<file path="src/rtl/core/grid_trilinear_interpolator_assert.svh">
// Assertion macros for the grid interpolator modules.
// No dependencies; included by the files that carry assertions.
`ifndef GRID_TRILINEAR_INTERPOLATOR_ASSERT_SVH
`define GRID_TRILINEAR_INTERPOLATOR_ASSERT_SVH
// Checks that a condition implies a consequence in the same cycle.
`define GTI_ASSERT_IMP(lbl, clk, rst_n, a, b) \
    lbl: assert property (@(posedge clk) disable iff (!rst_n) (a) |-> (b)) \
        else $error("assertion failed");
// Checks that a condition implies a consequence in the next cycle.
`define GTI_ASSERT_NEXT(lbl, clk, rst_n, a, b) \
    lbl: assert property (@(posedge clk) disable iff (!rst_n) (a) |=> (b)) \
        else $error("assertion failed");
`endif

</file>
<file path="src/rtl/core/gti_pkg.sv">
// Package of the grid interpolator: widths, register indexes and the
// request record that passes from the front end to the back end.
package gti_pkg;
    localparam int GRID_DEPTH_DEF  = 65536;
    localparam int VALUE_WIDTH_DEF = 32;
    localparam int SIZE_W = 11;
    localparam int QUEUE_DEPTH = 2;

    localparam logic [2:0] REG_NUM_DIMS = 3'd0;
    localparam logic [2:0] REG_SIZE_X   = 3'd1;
    localparam logic [2:0] REG_SIZE_Y   = 3'd2;
    localparam logic [2:0] REG_SIZE_Z   = 3'd3;
    localparam logic [2:0] REG_SCALE_X  = 3'd4;
    localparam logic [2:0] REG_SCALE_Y  = 3'd5;
    localparam logic [2:0] REG_SCALE_Z  = 3'd6;

    // One axis after classification: corners and weight.
    typedef struct packed {
        logic [SIZE_W-1:0] lo;
        logic [SIZE_W-1:0] hi;
        logic [15:0]       frac;
    } t_axis;

    typedef struct packed {
        logic               is_query;
        logic               three_d;
        logic               sat;
        logic [15:0]        index;
        logic signed [31:0] value;
        t_axis              ax;
        t_axis              ay;
        t_axis              az;
    } t_req;

    // Rounded Q16 step: floor((d*f + 32768) / 65536).
    function automatic logic signed [32:0] round_q16(input logic signed [49:0] t);
        logic signed [49:0] s;
        begin
            s = t + 50'sd32768;
            round_q16 = s[48:16];
        end
    endfunction
endpackage

</file>
<file path="src/rtl/core/gti_front.sv">
// Front end of the grid interpolator: takes requests, multiplies each axis
// position of a query by its scale in turn and builds the corner record.
// Depends on gti_pkg.
module gti_front import gti_pkg::*; (
    input  logic               i_clk,
    input  logic               i_rst_n,
    input  logic               i_valid,
    output logic               o_ready,
    input  logic               i_mode,
    input  logic [15:0]        i_sample_index,
    input  logic signed [31:0] i_sample_value,
    input  logic [31:0]        i_pos_x,
    input  logic [31:0]        i_pos_y,
    input  logic [31:0]        i_pos_z,
    input  logic [1:0]         i_num_dims,
    input  logic [SIZE_W-1:0]  i_size_x,
    input  logic [SIZE_W-1:0]  i_size_y,
    input  logic [SIZE_W-1:0]  i_size_z,
    input  logic [31:0]        i_scale_x,
    input  logic [31:0]        i_scale_y,
    input  logic [31:0]        i_scale_z,
    output logic               o_req_valid,
    input  logic               i_req_ready,
    output t_req               o_req
);
    typedef enum logic [1:0] {S_IDLE, S_MUL, S_DONE} t_state;
    t_state            r_state;
    logic [1:0]        r_axis;
    t_req              r_req;
    logic [31:0]       r_px, r_py, r_pz;
    logic [63:0]       r_prod;
    logic              r_prod_v;
    logic [1:0]        r_prod_axis;
    logic [31:0]       w_pos, w_scale;
    logic [SIZE_W-1:0] w_size, w_top;
    logic [31:0]       w_ip;
    t_axis             w_ax;
    logic              w_sat;

    assign o_ready     = (r_state == S_IDLE);
    assign o_req_valid = (r_state == S_DONE);
    assign o_req       = r_req;

    always_comb begin
        case (r_axis)
            2'd0:    begin w_pos = r_px; w_scale = i_scale_x; end
            2'd1:    begin w_pos = r_py; w_scale = i_scale_y; end
            default: begin w_pos = r_pz; w_scale = i_scale_z; end
        endcase
        case (r_prod_axis)
            2'd0:    w_size = i_size_x;
            2'd1:    w_size = i_size_y;
            default: w_size = i_size_z;
        endcase
        w_top = (w_size == '0) ? '0 : w_size - 1'b1;
        w_ip  = r_prod[63:32];
        w_sat = w_ip > {21'd0, w_top};
        w_ax.lo   = w_sat ? w_top : w_ip[SIZE_W-1:0];
        w_ax.hi   = (w_ax.lo == w_top) ? w_top : w_ax.lo + 1'b1;
        w_ax.frac = r_prod[31:16];
    end

    always_ff @(posedge i_clk) begin
        if (!i_rst_n) begin
            r_state  <= S_IDLE;
            r_prod_v <= 1'b0;
        end else begin
            r_prod      <= w_pos * w_scale;
            r_prod_axis <= r_axis;
            case (r_state)
                S_IDLE: begin
                    r_prod_v <= 1'b0;
                    if (i_valid) begin
                        r_req.is_query <= i_mode;
                        r_req.three_d  <= (i_num_dims == 2'd3);
                        r_req.sat      <= 1'b0;
                        r_req.index    <= i_sample_index;
                        r_req.value    <= i_sample_value;
                        r_px <= i_pos_x; r_py <= i_pos_y; r_pz <= i_pos_z;
                        r_axis  <= 2'd0;
                        r_state <= i_mode ? S_MUL : S_DONE;
                    end
                end
                S_MUL: begin
                    r_prod_v <= (r_axis != 2'd3);
                    if (r_axis != 2'd3) r_axis <= r_axis + 1'b1;
                    if (r_prod_v) begin
                        r_req.sat <= r_req.sat | (w_sat & (r_prod_axis != 2'd2
                                     || r_req.three_d));
                        case (r_prod_axis)
                            2'd0:    r_req.ax <= w_ax;
                            2'd1:    r_req.ay <= w_ax;
                            default: r_req.az <= w_ax;
                        endcase
                        if (r_prod_axis == 2'd2) r_state <= S_DONE;
                    end
                end
                S_DONE: if (i_req_ready) r_state <= S_IDLE;
                default: r_state <= S_IDLE;
            endcase
        end
    end
endmodule

</file>
<file path="config.mk">
export PLATFORM = sky130hd
export DESIGN_NAME = gti_front
export DESIGN_NICKNAME = d
export VERILOG_FILES = /design/src/rtl/core/grid_trilinear_interpolator_assert.svh /design/src/rtl/core/gti_pkg.sv /design/src/rtl/core/gti_front.sv
export SDC_FILE = /design/constraint.sdc
export NUM_CORES = 2
export LEC_CHECK = 0
export BUFFER_PORTS_ARGS = -buffer_cell sky130_fd_sc_hd__buf_2
export CORE_MARGIN = 1.5
export CORE_UTILIZATION = 52
export CTS_BUF_LIST = sky130_fd_sc_hd__clkbuf_4
export CTS_CLUSTER_DIAMETER = 50
export CTS_CLUSTER_SIZE = 10
export DETAILED_ROUTE_END_ITERATION = 6
export PLACE_DENSITY = 0.69
export SLEW_MARGIN = 20
export SYNTH_ARGS = -nofsm -noshare
export SYNTH_HDL_FRONTEND = slang
export SYNTH_SLANG_ARGS = --single-unit
</file>
<file path="constraint.sdc">
create_clock -name i_clk -period 10.3 [get_ports i_clk]
set_input_delay 0.515 -clock i_clk [delete_from_list [all_inputs] [get_ports i_clk]]
set_output_delay 0.515 -clock i_clk [all_outputs]
set_load 0.05 [all_outputs]
</file>
==> results by group <==
Global route
  – Vias in the first global route: around 37000
  – Initial antenna violation count: 4
  – Maximum number of pins on one net before global-route repair: between 80 and 90
  – Residual overflow from global routing: 0
  – Overall global routing resource usage: 35.4%
  – Wire length of the first global-routing pass: roughly 220000 um

Critical path
  – Crit-path max cell delay: about 0.93 ns
  – Register-to-Register Path Depth: 28
  – Setup Crit Path Kind: reg2reg
  – Slowest cell on crit path: sky130_fd_sc_hd__a21oi_2
  – Worst-path fanout max: 21
  – Reg2Reg Launch Point: r_axis[0]
  – Destination of the worst register-to-register timing path: r_prod[62]
  – Reg2Reg Setup Slack: ~0.44 ns
  – Crit end category: flop
  – Most Frequent Cell on Critical Path: sky130_fd_sc_hd__fa_1
  – Worst Path Required: between 10 and 15 ns
  – Kind of start point of the critical path: flop
  – Data arrival time of the critical path: 10.33 ns

Run status
  – Run status: complete, no violations

Logic synthesis
  – Number of warnings reported in the yosys synthesis log: 0
  – Syn Nets: around 5900
  – Number of enable-type register cells in the synthesized netlist: 313
  – Syn Std Cell Area: 0.0442 mm^2
  – Top flip-flop cell by instance count after synthesis: sky130_fd_sc_hd__edfxtp_1
  – Proportion of synthesized chip area in sequential cells: a little over a fifth
  – Share of the synthesized area in compound gates (AO/OA/AOI/OAI): under 10%
  – Synth Area in Adders: between 40% and 50%
  – Post-Syn Area per Cell: 9.96 um^2
  – Combinational family with the most area after synthesis: adder cells
  – Post-synthesis cell count: roughly 4400
  – Library cells used by synthesis: 84
  – Area share of xor/xnor cells in the synthesized design: approximately 1.3%
  – Share of synthesized flip-flops with an asynchronous set or reset: 0%
  – Simple logic cell fraction of the synthesized area: between 10% and 20%
  – Synthesis-stage register bit count: around 320
  – Multiplexer share of the synthesized area: 0.821%

Finish
  – Most common library cell in the layout ignoring fill and taps: sky130_fd_sc_hd__fa_1
  – Number of nets at the end of the flow: 6432
  – Most frequent cells in the layout: sky130_fd_sc_hd__fa_1 (895), sky130_fd_sc_hd__inv_1 (889), sky130_fd_sc_hd__nor2_1 (635), sky130_fd_sc_hd__nand2_1 (494), sky130_fd_sc_hd__buf_2 (446)
  – Post-synthesis to final-layout area growth: 13.8%
  – Fraction of layout instances using a drive strength above 1: between 10% and 20%

Die
  – Core ar.: 0.0840 mm^2
  – Die Width: between 200 and 300 um
  – Initial cell density of the core: between 50 and 60%
  – I/O pin count: 447
  – Std-Cell Rows: 106
  – Die Y: about 290 um
  – Full die area: a little under 0.09 mm^2

Timing
  – Setup repair after global routing missed its margin: false
  – Worst slack on hold paths: between 0.08 and 0.09 ns
  – Period Utilization, post-route: 95.7%
  – Post-route clock skew: between 0.06 and 0.07 ns
  – Count of endpoints failing hold in the final timing report: 0
  – Setup violators final: 0
  – Slew Limit Headroom: about 22%
  – Sum of negative setup slack: 0 ns
  – Final-report max-slew violation count: 0
  – Period minus WS final: about 10 ns
  – Final Worst Setup Slack: roughly 0.44 ns
  – Tightest Pin Transition: between 1 and 1.5 ns
  – Achievable Freq: about 0.10 GHz

Route
  – Vias per cell: 5.68
  – Count of vias placed by the detailed router: between 30000 and 40000
  – Drt first-iter violations: ~3300
  – Router iterations before antenna repair: 6
  – Overall routed net length: about 150000 um
  – Post-route ant nets: 0
  – Count of unresolved DRC violations after routing: 0
  – Average wire per cell in the routed design: 24.6 um

Placement
  – Port Buf Inserts: 446
  – Half-perimeter wire length after detailed placement: approximately 120000 um
  – Gpl congestion: approximately 1
  – Worst slack at placement: 0.457 ns

Clocking
  – Clk Latency, worst-skew pair: roughly 0.75 ns
  – TritonCTS clock tree: built
  – Clk root buf: sky130_fd_sc_hd__clkbuf_4
  – Total number of clock tree sinks: around 320
  – Clock transition at path regs: between 0.1 and 0.15 ns
  – Total setup buffers inserted after CTS: 0
  – Max Root-Sink Buffers: 3
  – Number of levels in the clock H-tree: 2
  – Number of buffers inserted during clock tree synthesis: 40

Hold path
  – Hold worst-path end: o_req[163]
  – Hold/Removal Path Class: in2reg
  – Worst min-delay path startpoint: i_num_dims[1]
  – Number of stages on the worst hold path: 2

Flow run
  – Max-cap viol count: 0
## synth_stat cells (all sizes together) (10+ instances only)
master,instances,area (um^2)
ha,276,3450
nor3,15,75.1
and2,10,62.6
nor4,10,62.6
mux2,10,124
nand2b,10,62.6
fa,895,17900
clkbuf,215,807
nor2,638,2390
xnor2,42,368
o21a,10,75.1
a21oi,143,719
inv,891,3340
buf,24,128
a22o,61,534
nand4,27,184
or2,15,96.4
o21bai,15,113
a21o,86,646
nand3,21,105
and3,10,62.6
edfxtp,313,9400
o21ai,62,318
mux2i,21,239
xor2,22,193
nand2,495,1870
## area by class of cell
cell class,count,area (um^2)
multi-input combinational,2992,30700
antenna,4,10.0
timing repair buffer,740,4870
tap,1134,1420
fill,7223,33600
clock buffer,46,345
clock inverter,11,119
sequential,316,9460
inverter,891,3340
## cell families after synthesis
logic type / count (synthesis)
AOI/OAI and AO/OA: 445
xor gates and xnor gates: 64
adders and majority gates: 1171
buffers and inverters: 1130
DFF: 316
muxes: 31
and+or+nand+nor: 1280
## layer usage
metal	wire, um	vias up	global-route usage (%)
met1	55200	17700	44.6
met3	15000	453	7.25
met4	9650	0	18.3
met2	70900	1962	57.9
li1	-	14700	-
met5	0	-	0
## state kept, by name, summed over array words and instances, names as in the netlist
name	cells
r_py	32
r_state	2
r_prod_axis	2
r_pz	32
r_px	32
o_req	165
r_prod	48
r_axis	2
r_prod_v	1
## critical path: cells and delay by family, from the launching register on
kind,cells,cell delay [ns]
adder cells (fa/ha/maj),10,4.77
AO/OA/AOI/OAI,10,3.34
buffers and inverters,5,0.61
flip-flops,1,0.48
AND/OR/NAND/NOR,2,0.27
XOR/XNOR,1,0.10
## what timing repair did
item / 4_1_cts / 5_1_grt
resized for setup: 0 / 8
hold endpoints to repair: 145 / 0
setup endpoints to repair: 0 / 2
hold buffers: 145 / 0
## stage by stage
step | instances | area [um^2] | utilization [%]
after floorplan | 4437 | 44200 | -
after global placement | 5927 | 48300 | 57.5
after detailed placement | 5927 | 48300 | 57.6
after CTS | 6129 | 50200 | 59.8
after global routing | 6134 | 50300 | 59.9
final | 6134 | 50300 | 59.9
## worst max path at each step
stage               startpoint          to  slack (ns)  depth (start not counted)
floorplan            r_axis[0]  r_prod[48]        1.33                         33
global placement     r_axis[0]  r_prod[56]        0.54                         31
detailed placement   r_axis[0]  r_prod[48]        0.46                         29
CTS                  r_axis[0]  r_prod[48]        0.39                         29
global route         r_axis[0]  r_prod[48]        0.03                         30
finish               r_axis[0]  r_prod[62]        0.44                         28
Power is left out: the tool's default activity adds up to more than one toggle a clock period on the data nets, which glitch-free logic cannot reach.
