$ cat src/rtl/core/grid_trilinear_interpolator_assert.svh
// Assertion macros for the grid interpolator modules.
// No dependencies; included by the files that carry assertions.
`ifndef GRID_TRILINEAR_INTERPOLATOR_ASSERT_SVH
`define GRID_TRILINEAR_INTERPOLATOR_ASSERT_SVH
// Checks that a condition implies a consequence in the same cycle.
`define GTI_ASSERT_IMP(lbl, clk, rst_n, a, b) \
    lbl: assert property (@(posedge clk) disable iff (!rst_n) (a) |-> (b)) \
        else $error("assertion failed");
// Checks that a condition implies a consequence in the next cycle.
`define GTI_ASSERT_NEXT(lbl, clk, rst_n, a, b) \
    lbl: assert property (@(posedge clk) disable iff (!rst_n) (a) |=> (b)) \
        else $error("assertion failed");
`endif

$ cat src/rtl/core/gti_pkg.sv
// Package of the grid interpolator: widths, register indexes and the
// request record that passes from the front end to the back end.
package gti_pkg;
    localparam int GRID_DEPTH_DEF  = 65536;
    localparam int VALUE_WIDTH_DEF = 32;
    localparam int SIZE_W = 11;
    localparam int QUEUE_DEPTH = 2;

    localparam logic [2:0] REG_NUM_DIMS = 3'd0;
    localparam logic [2:0] REG_SIZE_X   = 3'd1;
    localparam logic [2:0] REG_SIZE_Y   = 3'd2;
    localparam logic [2:0] REG_SIZE_Z   = 3'd3;
    localparam logic [2:0] REG_SCALE_X  = 3'd4;
    localparam logic [2:0] REG_SCALE_Y  = 3'd5;
    localparam logic [2:0] REG_SCALE_Z  = 3'd6;

    // One axis after classification: corners and weight.
    typedef struct packed {
        logic [SIZE_W-1:0] lo;
        logic [SIZE_W-1:0] hi;
        logic [15:0]       frac;
    } t_axis;

    typedef struct packed {
        logic               is_query;
        logic               three_d;
        logic               sat;
        logic [15:0]        index;
        logic signed [31:0] value;
        t_axis              ax;
        t_axis              ay;
        t_axis              az;
    } t_req;

    // Rounded Q16 step: floor((d*f + 32768) / 65536).
    function automatic logic signed [32:0] round_q16(input logic signed [49:0] t);
        logic signed [49:0] s;
        begin
            s = t + 50'sd32768;
            round_q16 = s[48:16];
        end
    endfunction
endpackage

$ cat src/rtl/core/gti_queue.sv
// Short request queue between front and back end of the interpolator.
// Depends on gti_pkg.
module gti_queue import gti_pkg::*; (
    input  logic i_clk,
    input  logic i_rst_n,
    input  logic i_valid,
    output logic o_ready,
    input  t_req i_data,
    output logic o_valid,
    input  logic i_ready,
    output t_req o_data
);
    `include "grid_trilinear_interpolator_assert.svh"
    t_req r_mem [QUEUE_DEPTH];
    logic r_wp, r_rp;
    logic [1:0] r_cnt;
    logic w_push, w_pop;

    assign o_ready = (r_cnt != 2'(QUEUE_DEPTH));
    assign o_valid = (r_cnt != 2'd0);
    assign o_data  = r_mem[r_rp];
    assign w_push  = i_valid & o_ready;
    assign w_pop   = o_valid & i_ready;

    always_ff @(posedge i_clk) begin
        if (w_push) r_mem[r_wp] <= i_data;
        if (!i_rst_n) begin
            r_wp <= 1'b0; r_rp <= 1'b0; r_cnt <= 2'd0;
        end else begin
            if (w_push) r_wp <= ~r_wp;
            if (w_pop)  r_rp <= ~r_rp;
            r_cnt <= r_cnt + 2'(w_push) - 2'(w_pop);
        end
    end

    `GTI_ASSERT_IMP(a_cnt_range, i_clk, i_rst_n, 1'b1, r_cnt <= 2'(QUEUE_DEPTH))
    `GTI_ASSERT_NEXT(a_push_only, i_clk, i_rst_n, w_push && !w_pop, r_cnt != 2'd0)
    `GTI_ASSERT_IMP(a_ptr_eq, i_clk, i_rst_n, r_cnt == 2'd0 || r_cnt == 2'd2,
                    r_wp == r_rp)
endmodule

$ cat config.mk
export PLATFORM = sky130hd
export DESIGN_NAME = gti_queue
export DESIGN_NICKNAME = d
export VERILOG_FILES = /design/src/rtl/core/gti_pkg.sv /design/src/rtl/core/gti_queue.sv
export VERILOG_INCLUDE_DIRS = /design/src /design/src/rtl/core
export SDC_FILE = /design/constraint.sdc
export NUM_CORES = 1
export LEC_CHECK = 0
export BUFFER_PORTS_ARGS = -buffer_cell sky130_fd_sc_hd__clkbuf_2
export CAP_MARGIN = 20
export CELL_PAD_IN_SITES_DETAIL_PLACEMENT = 0
export CELL_PAD_IN_SITES_GLOBAL_PLACEMENT = 1
export CORE_ASPECT_RATIO = 0.75
export CORE_UTILIZATION = 40
export CTS_BUF_LIST = sky130_fd_sc_hd__clkbuf_4 sky130_fd_sc_hd__clkbuf_8
export DETAILED_ROUTE_END_ITERATION = 12
export GPL_ROUTABILITY_DRIVEN = 1
export PLACE_DENSITY = 0.85
export SYNTH_ARGS = -nofsm -noshare
export SYNTH_HDL_FRONTEND = slang
export SYNTH_SLANG_ARGS = --single-unit
$ cat constraint.sdc
create_clock -name i_clk -period 10.9 [get_ports i_clk]
set_input_delay 2.18 -clock i_clk [delete_from_list [all_inputs] [get_ports i_clk]]
set_output_delay 2.18 -clock i_clk [all_outputs]
set_load 0.02 [all_outputs]
==> results of run 1 <==
## cell families (layout without fill, tap and decap cells)
logic type | Yosys count | count (layout) | share of synthesized area
AO/OA/AOI/OAI | 1 | 1 | 0.000616
XOR/XNOR | 3 | 3 | 0.00215
adder cells (fa/ha/maj) | 2 | 2 | 0.00205
buffers and inverters | 19 | 435 | 0.0164
flip-flops | 335 | 335 | 0.821
multiplexers | 166 | 166 | 0.153
AND/OR/NAND/NOR | 11 | 11 | 0.00503
## state kept, by name, summed over array words and instances, names as in the netlist, named ones only
name / cells
r_cnt: 2
r_mem: 330
r_rp: 1
r_wp: 1
## power groups by stage
| stage | registers (W) | logic, W | clock network, W |
|---|---|---|---|
| floorplan | 0.00171 | 0.000672 | 0 |
| global placement | 0.00169 | 0.000925 | 0 |
| detailed placement | 0.00170 | 0.000929 | 0 |
| CTS | 0.00168 | 0.000932 | 0.00108 |
| global route | 0.00169 | 0.000980 | 0.00112 |
| finish | 0.00167 | 0.000915 | 0.00104 |
## final cells by class
type / count / area [sq um]
Timing Repair Buffer: 341 / 1720
Clock inverter: 27 / 228
Tap cell: 392 / 490
Sequential cell: 335 / 10000
Multi-Input combinational cell: 183 / 2000
Inverter: 1 / 3.75
Clock buffer: 66 / 815
Fill cell: 2458 / 14300
## how the worst min path moves through the flow
stage / startpoint / to / slack, ns / depth (start not counted)
2_1_floorplan: r_wp$_SDFFE_PN0N_ / r_wp$_SDFFE_PN0N_ / 0.45 / 2
3_3_place_gp: r_wp$_SDFFE_PN0N_ / r_wp$_SDFFE_PN0N_ / 0.50 / 2
3_5_place_dp: r_rp$_SDFFE_PN0P_ / r_rp$_SDFFE_PN0P_ / 0.53 / 2
4_1_cts: r_rp$_SDFFE_PN0P_ / r_rp$_SDFFE_PN0P_ / 0.55 / 2
5_1_grt: r_wp$_SDFFE_PN0N_ / r_wp$_SDFFE_PN0N_ / 0.58 / 2
6_report: r_rp$_SDFFE_PN0P_ / r_rp$_SDFFE_PN0P_ / 0.54 / 2
## metal layers
metal,GRT usage,vias up
met4,0.0519,2
li1,-,2902
met3,0.0620,36
met2,0.251,240
met1,0.184,3100
met5,0,-
## layout by cell type, fill, tap and decap left out
cell type,n
ha_1,2
and3_4,1
dfxtp_4,1
clkbuf_4,15
nor2b_1,2
bufinv_16,4
mux2_2,165
nor2_4,1
dfxtp_1,4
and2_1,2
clkbuf_2,335
o21a_1,1
clkinv_1,14
clkinv_2,5
buf_4,6
clkbuf_8,51
inv_1,1
xnor2_1,3
clkinvlp_4,4
nand2b_1,2
nand2_1,2
or2_2,1
edfxtp_1,330
mux2i_1,1
## critical path: stages (launching register included)
cell and delay (ns):
dfxtp_4 0.66, buf_4 0.72, buf_4 0.76, mux2_2 0.44
clkbuf_2 0.16
## through the flow
stage	setup WS [ns]	cells	util	instance area (sq um)	power [W]
floorplan	1.08	537	-	12200	0.00239
global placement	5.76	1252	0.482	14200	0.00262
detailed placement	5.75	1252	0.482	14200	0.00263
CTS	5.13	1345	0.517	15300	0.00369
global route	4.93	1345	0.517	15300	0.00380
finish	5.21	1345	0.517	15300	0.00363
==> flow_summary.ini, run 1 <==
[power]
p_int_w = 0.00256
pwr-share-clk = 0.287
swShare = 0.296
combPwrFrac = 0.252
powerDensity_nw_per_um2 = 238
power_frac_seq = 0.461
vdd_drop_max_mv = 0.159
power.leakage_nw = 5.75
switching_power_w = 0.00108

[clocking]
cts_tree = yes
clock_sinks = 335
postCtsResizedCells = 0
htreeDepth = 2
cts-root-buf = clkbuf_8
cts_buffers = 51
clock_path_buffers = 3
insertion_delay_ns = 0.57
post-cts-setup-buffers = 0
cts_hold_buf = 0
path_clk_slew_ns = 0.06

[placed_design]
gp_routability_congestion = 0.767
post-dp-hpwl_um = 15800
io_buffers = 335

[floorplanning]
ioPinCount = 336
die_y_um = 153
start_util = 0.413
core_sq_um = 29500
die_w_um = 204
std_cell_rows = 54
die_area_sq_um = 31200

[sta]
period_needed_ns = 5.69
finalClockSkew_ns = 0.0228
slew_viol_final = 0
finalSetupTns_ns = 0
finalCritPeriodShare = 0.522
finalSetupViolCount = 0
slew_headroom = 0.318
max_clock_freq_ghz = 0.176
hold_violations = 0
tightest_slew_ns = 1.02
rsz0062_at_grt = false
holdWs_ns = 0.545

[synth]
synth.area.top_cells = edfxtp_1, mux2_2, buf_6
synthCells = 537
syn-num-nets = 708
synthesis.area_sq_um = 12200
synth.most_common_cell = edfxtp_1
ys_warn_count = 0
synth_edf_count = 330
synth.largest_area_cell = edfxtp_1
ys.flop_type = edfxtp_1
synth_top_area_share = 0.812
yosysSeqAreaShare = 0.821
ys_types = 17
ys_ff_latch = 335
avgSynthCellArea_sq_um = 22.7
async_flop_share = 0
synth_top_cells_by_count = edfxtp_1, mux2_2, buf_6, dfxtp_1, xnor2_1

[critical_path]
cp-endpoint = o_data[65]
rr_worst_depth = 4
crit_required_ns = 8.72
crit_path_end_kind = output pin
rr_startpoint = r_cnt[0]$_SDFF_PN0_
crit_arrival_ns = 3.51
critPathKind = flop to output pin
timing.rr.end = r_mem[0][138]$_DFFE_PP_
start_kind = flop
crit_fanout = 67
regToRegSetupSlack_ns = 8.13

[routing]
vias = 6280
drc = 0
wl_met3_um = 2200
antenna_left = 0
wl_met2_um = 11700
dr.first_iter.drc_count = 233
top_layer_used = met5
firstDrtPassIters = 4
wire_per_inst_um = 17.9
wl_met1_um = 9750
vias_per_cell = 4.67
wl_um = 24100

[grt]
antenna_found_initial = 1
overflow = 0
grt_max_degree = 73
grt_usage = 0.154
grt_pass1_vias = 6594
grt_pass1_wl_um = 36400

[final_layout]
syn_to_final_growth_pct = 25.2
fin_nets = 1084
layout-drive-gt1-share = 0.618
diodes = 0

[min_path]
holdCritPathClass = flop to flop

[flow_run]
max_cap_violations = 0

[outcome]
status = complete, no violations
No activity file was read; power rests on OpenSTA's default activity.
==> run 2: changes to the inputs <==
- clock period: 10.9 -> 5.9 ns (I/O delays scaled with it)
==> flow_summary.ini, run 2 (synthesis gave the netlist of run 1 again) <==
[outcome]
status = complete, no violations

[routing]
vias_per_cell = 4.72
drc = 0
vias = 6338
wl_um = 24800
antenna_left = 0
wire_per_inst_um = 18.5
firstDrtPassIters = 4
dr.first_iter.drc_count = 259

[final_layout]
final_util = 0.514
fin_nets = 1081
largest_reg_flops = 330
layout-drive-gt1-share = 0.618
top_regs = r_mem (330), r_cnt (2)
final_common_cell = clkbuf_2
syn_to_final_growth_pct = 24.5
num-fill-cells = 2442
layout_common_cells = clkbuf_2, edfxtp_1, mux2_2
largest_register = r_mem

[grt]
use_met1 = 0.193
busiest_layer = met2
antenna_found_initial = 1
grt_max_degree = 166
grt_usage = 0.156
grt_pass1_vias = 6642
met2_usage = 0.251
grt.met3_usage = 0.0574
overflow = 0
grt_pass1_wl_um = 36900

[power]
vdd_drop_max_mv = 0.306
power_frac_seq = 0.473
p_int_w = 0.00456
pwr-share-clk = 0.267
switching_power_w = 0.00199
power.leakage_nw = 5.72
combPwrFrac = 0.260
powerDensity_nw_per_um2 = 431
swShare = 0.304

[clocking]
clock_path_buffers = 3
post-cts-setup-buffers = 0
insertion_delay_ns = 0.56
postCtsResizedCells = 0
cts-root-buf = clkbuf_8
clock_sinks = 335
cts_tree = yes
path_clk_slew_ns = 0.06
cts_hold_buf = 0
htreeDepth = 2
cts_buffers = 49

[critical_path]
cpPeakStageDelay_ns = 0.65
crit_path_end_kind = output pin
crit_required_ns = 4.72
crit_fanout = 48
critPathKind = flop to output pin
crit_path_top_delay_cell = dfxtp_4
crit_family = buffers and inverters
crit_arrival_ns = 2.46
crit_buf_inv = 2
start_kind = flop
path_cells = buf_4, mux2_2, clkbuf_2

[floorplanning]
die_w_um = 204
die_y_um = 153
ioPinCount = 336
std_cell_rows = 54
start_util = 0.413
die_area_sq_um = 31200
core_sq_um = 29500

[sta]
tightest_slew_ns = 1.02
finalSetupTns_ns = 0
rsz0062_at_grt = false
finalCritPeriodShare = 0.617
slew_headroom = 0.319
hold_violations = 0
finalSetupViolCount = 0
max_clock_freq_ghz = 0.275
slew_viol_final = 0
finalClockSkew_ns = 0.00882
period_needed_ns = 3.64

[placed_design]
io_buffers = 335
gp_routability_congestion = 0.756
post-dp-hpwl_um = 16300

[min_path]
holdCritPathClass = flop to flop

[flow_run]
max_cap_violations = 0
==> run 2: power groups by stage <==
stage	registers, W	logic (W)	clock network (W)
5_1_grt	0.00313	0.00181	0.00190
3_3_place_gp	0.00314	0.00170	0
2_1_floorplan	0.00312	0.00124	0
6_report	0.00310	0.00170	0.00175
4_1_cts	0.00310	0.00173	0.00181
3_5_place_dp	0.00315	0.00172	0
==> run 2: final timing paths <==
| path | slack, ns | cells after the start | end | start |
|---|---|---|---|---|
| setup / recovery | 2.26 | 3 | o_data[87] | flop |
| hold / removal | 0.54 | 2 | flop | r_rp$_SDFFE_PN0P_ |
| setup reg to reg | 3.65 | 3 | r_mem[1][24]$_DFFE_PP_ | r_cnt[0]$_SDFF_PN0_ |
| hold reg to reg | 0.54 | 2 | flop | r_rp$_SDFFE_PN0P_ |
==> run 2: final cells by class <==
type | instances | area (sq um) | share of cell area
Sequential cell | 335 | 10000 | 0.659
Multi-Input combinational cell | 183 | 2000 | 0.132
Timing Repair Buffer | 340 | 1750 | 0.115
Clock buffer | 67 | 822 | 0.0541
Tap cell | 392 | 490 | 0.0323
Clock inverter | 24 | 106 | 0.00700
Inverter | 1 | 3.75 | 0.000247
Antenna cell | 1 | 2.50 | 0.000165
==> run 2: layer usage <==
layer,vias up,routed length (um)
li1,2900,-
met1,3100,10100
met2,291,11700
met3,47,2430
met4,0,565
met5,-,0
==> run 2: worst min-delay path, stage by stage (launching register included) <==
cell     delay (ns)
dfxtp_1        0.32
xnor2_1        0.09
nor2b_1        0.10
==> run 2: through the flow <==
step	setup slack [ns]	instance area, sq um	hold WS, ns	power, W	cells
6_report	2.26	15200	0.543	0.00655	1343
5_1_grt	2.11	15200	0.555	0.00684	1343
4_1_cts	2.19	15200	0.541	0.00664	1342
3_5_place_dp	2.83	14300	0.525	0.00487	1251
3_3_place_gp	2.85	14300	0.521	0.00484	1251
2_1_floorplan	0.344	12200	0.488	0.00436	537
==> run 3: changes to the inputs <==
- PLACE_DENSITY: 0.85 -> 0.88
- clock period: 5.9 -> 2.9 ns (I/O delays scaled with it)
==> flow_summary.ini, run 3 (synthesis gave the netlist of run 1 again) <==
[critical_path]
crit_arrival_ns = 2.07
cpPeakStageDelay_ns = 0.56
critPathKind = flop to output pin
regToRegSetupSlack_ns = 1.05
crit_fanout = 56
path_cells = buf_12, mux2_2, clkbuf_2
crit_path_top_delay_cell = dfxtp_4
crit_path_end_kind = output pin
start_kind = flop
crit_required_ns = 2.32

[clocking]
post-cts-setup-buffers = 0
cts_buffers = 49
cts-root-buf = clkbuf_8
postCtsResizedCells = 0
insertion_delay_ns = 0.56
clock_sinks = 335
path_clk_slew_ns = 0.06
htreeDepth = 2
cts_hold_buf = 0
clock_path_buffers = 3
cts_tree = yes

[outcome]
status = complete, no violations

[placed_design]
placed_area_sq_um = 14400
post-dp-hpwl_um = 16400
dp_cells = 1257
gp_routability_congestion = 0.760
io_buffers = 335

[grt]
busiest_layer = met2
use_met1 = 0.186
met2_usage = 0.251
antenna_found_initial = 1
grt_max_degree = 80
overflow = 0
grt.met3_usage = 0.0588
grt_pass1_wl_um = 36800
grt_usage = 0.155
grt_pass1_vias = 6647

[floorplanning]
core_sq_um = 29500
std_cell_rows = 54
start_util = 0.413
ioPinCount = 336
die_area_sq_um = 31200
die_y_um = 153
die_w_um = 204

[power]
p_int_w = 0.00963
pwr-share-clk = 0.281
power.leakage_nw = 5.81
finalPower_w = 0.0137
switching_power_w = 0.00408
powerDensity_nw_per_um2 = 891
swShare = 0.298
combPwrFrac = 0.262
power_frac_seq = 0.457
vdd_drop_max_mv = 0.831

[sta]
tightest_slew_ns = 0.509
hold_violations = 0
finalCritPeriodShare = 0.914
slew_headroom = 0.661
max_clock_freq_ghz = 0.377
period_needed_ns = 2.65
finalSetupViolCount = 0
finalClockSkew_ns = 0.00887
finalSetupTns_ns = 0
rsz0062_at_grt = false
slew_viol_final = 0

[routing]
vias_per_cell = 4.76
drc = 0
antenna_left = 0
dr.first_iter.drc_count = 265
wl_um = 24400
wire_per_inst_um = 18.1
firstDrtPassIters = 4
vias = 6421

[final_layout]
layout_common_cells = clkbuf_2, edfxtp_1, mux2_2
final_common_cell = clkbuf_2
final_util = 0.521
top_regs = r_mem (330), r_cnt (2)
fin_nets = 1087
design_area_sq_um = 15400
syn_to_final_growth_pct = 26.2
largest_register = r_mem
layout-drive-gt1-share = 0.629
finalNonFillerCells = 1350
largest_reg_flops = 330

[min_path]
holdCritPathClass = input port to flop

[flow_run]
max_cap_violations = 0
[run 3: changes by cell type in the layout (fill, tap and decap cells not counted), sizes merged]
| cell | change |
|---|---|
| clkinv | -8 |
| clkbuf | +7 |
| buf | +6 |
| bufinv | +2 |
[run 3: area by class of cell]
type	instances	area, sq um
Timing Repair Buffer	346	1830
Fill cell	2413	14100
Clock buffer	74	887
Sequential cell	335	10000
Tap cell	392	490
Inverter	1	3.75
Antenna cell	1	2.50
Clock inverter	18	138
Multi-Input combinational cell	183	2020
[run 3: path summary, 6_finish.rpt]
kind,depth (start not counted),from,endpoint
setup / recovery,3,flop,o_data[21]
hold / removal,1,i_data[78],r_mem[1][78]$_DFFE_PP_
setup reg to reg,3,r_cnt[0]$_SDFF_PN0_,r_mem[1][92]$_DFFE_PP_
hold reg to reg,2,r_wp$_SDFFE_PN0N_,r_wp$_SDFFE_PN0N_
[run 3: power groups by stage]
stage / logic (W) / registers (W) / clock network, W
after floorplan: 0.00255 / 0.00633 / 0
after global placement: 0.00360 / 0.00633 / 0
after detailed placement: 0.00363 / 0.00638 / 0
after CTS: 0.00365 / 0.00628 / 0.00397
after global routing: 0.00384 / 0.00633 / 0.00415
final: 0.00359 / 0.00627 / 0.00385
[run 3: worst max-delay path: cells and delay by family (launching register included)]
kind / cells / cell delay [ns]
buf+inv: 2 / 0.47
flops: 1 / 0.56
mux: 1 / 0.41
[run 3: through the flow]
stage | setup WS (ns) | hold WS (ns)
after CTS | 0.178 | 0.139
after global placement | 0.838 | 0.510
final | 0.251 | 0.202
after floorplan | -0.584 | 0.487
after detailed placement | 0.820 | 0.541
after global routing | 0.134 | 0.149
[run 3: routing by layer]
metal  wire length (um)  up-vias  share of wire
met5                  0        -              0
met4                579        0          0.024
met3               2310       50          0.095
met2              11700      291           0.48
met1               9880     3159           0.40
li1                   -     2921              -
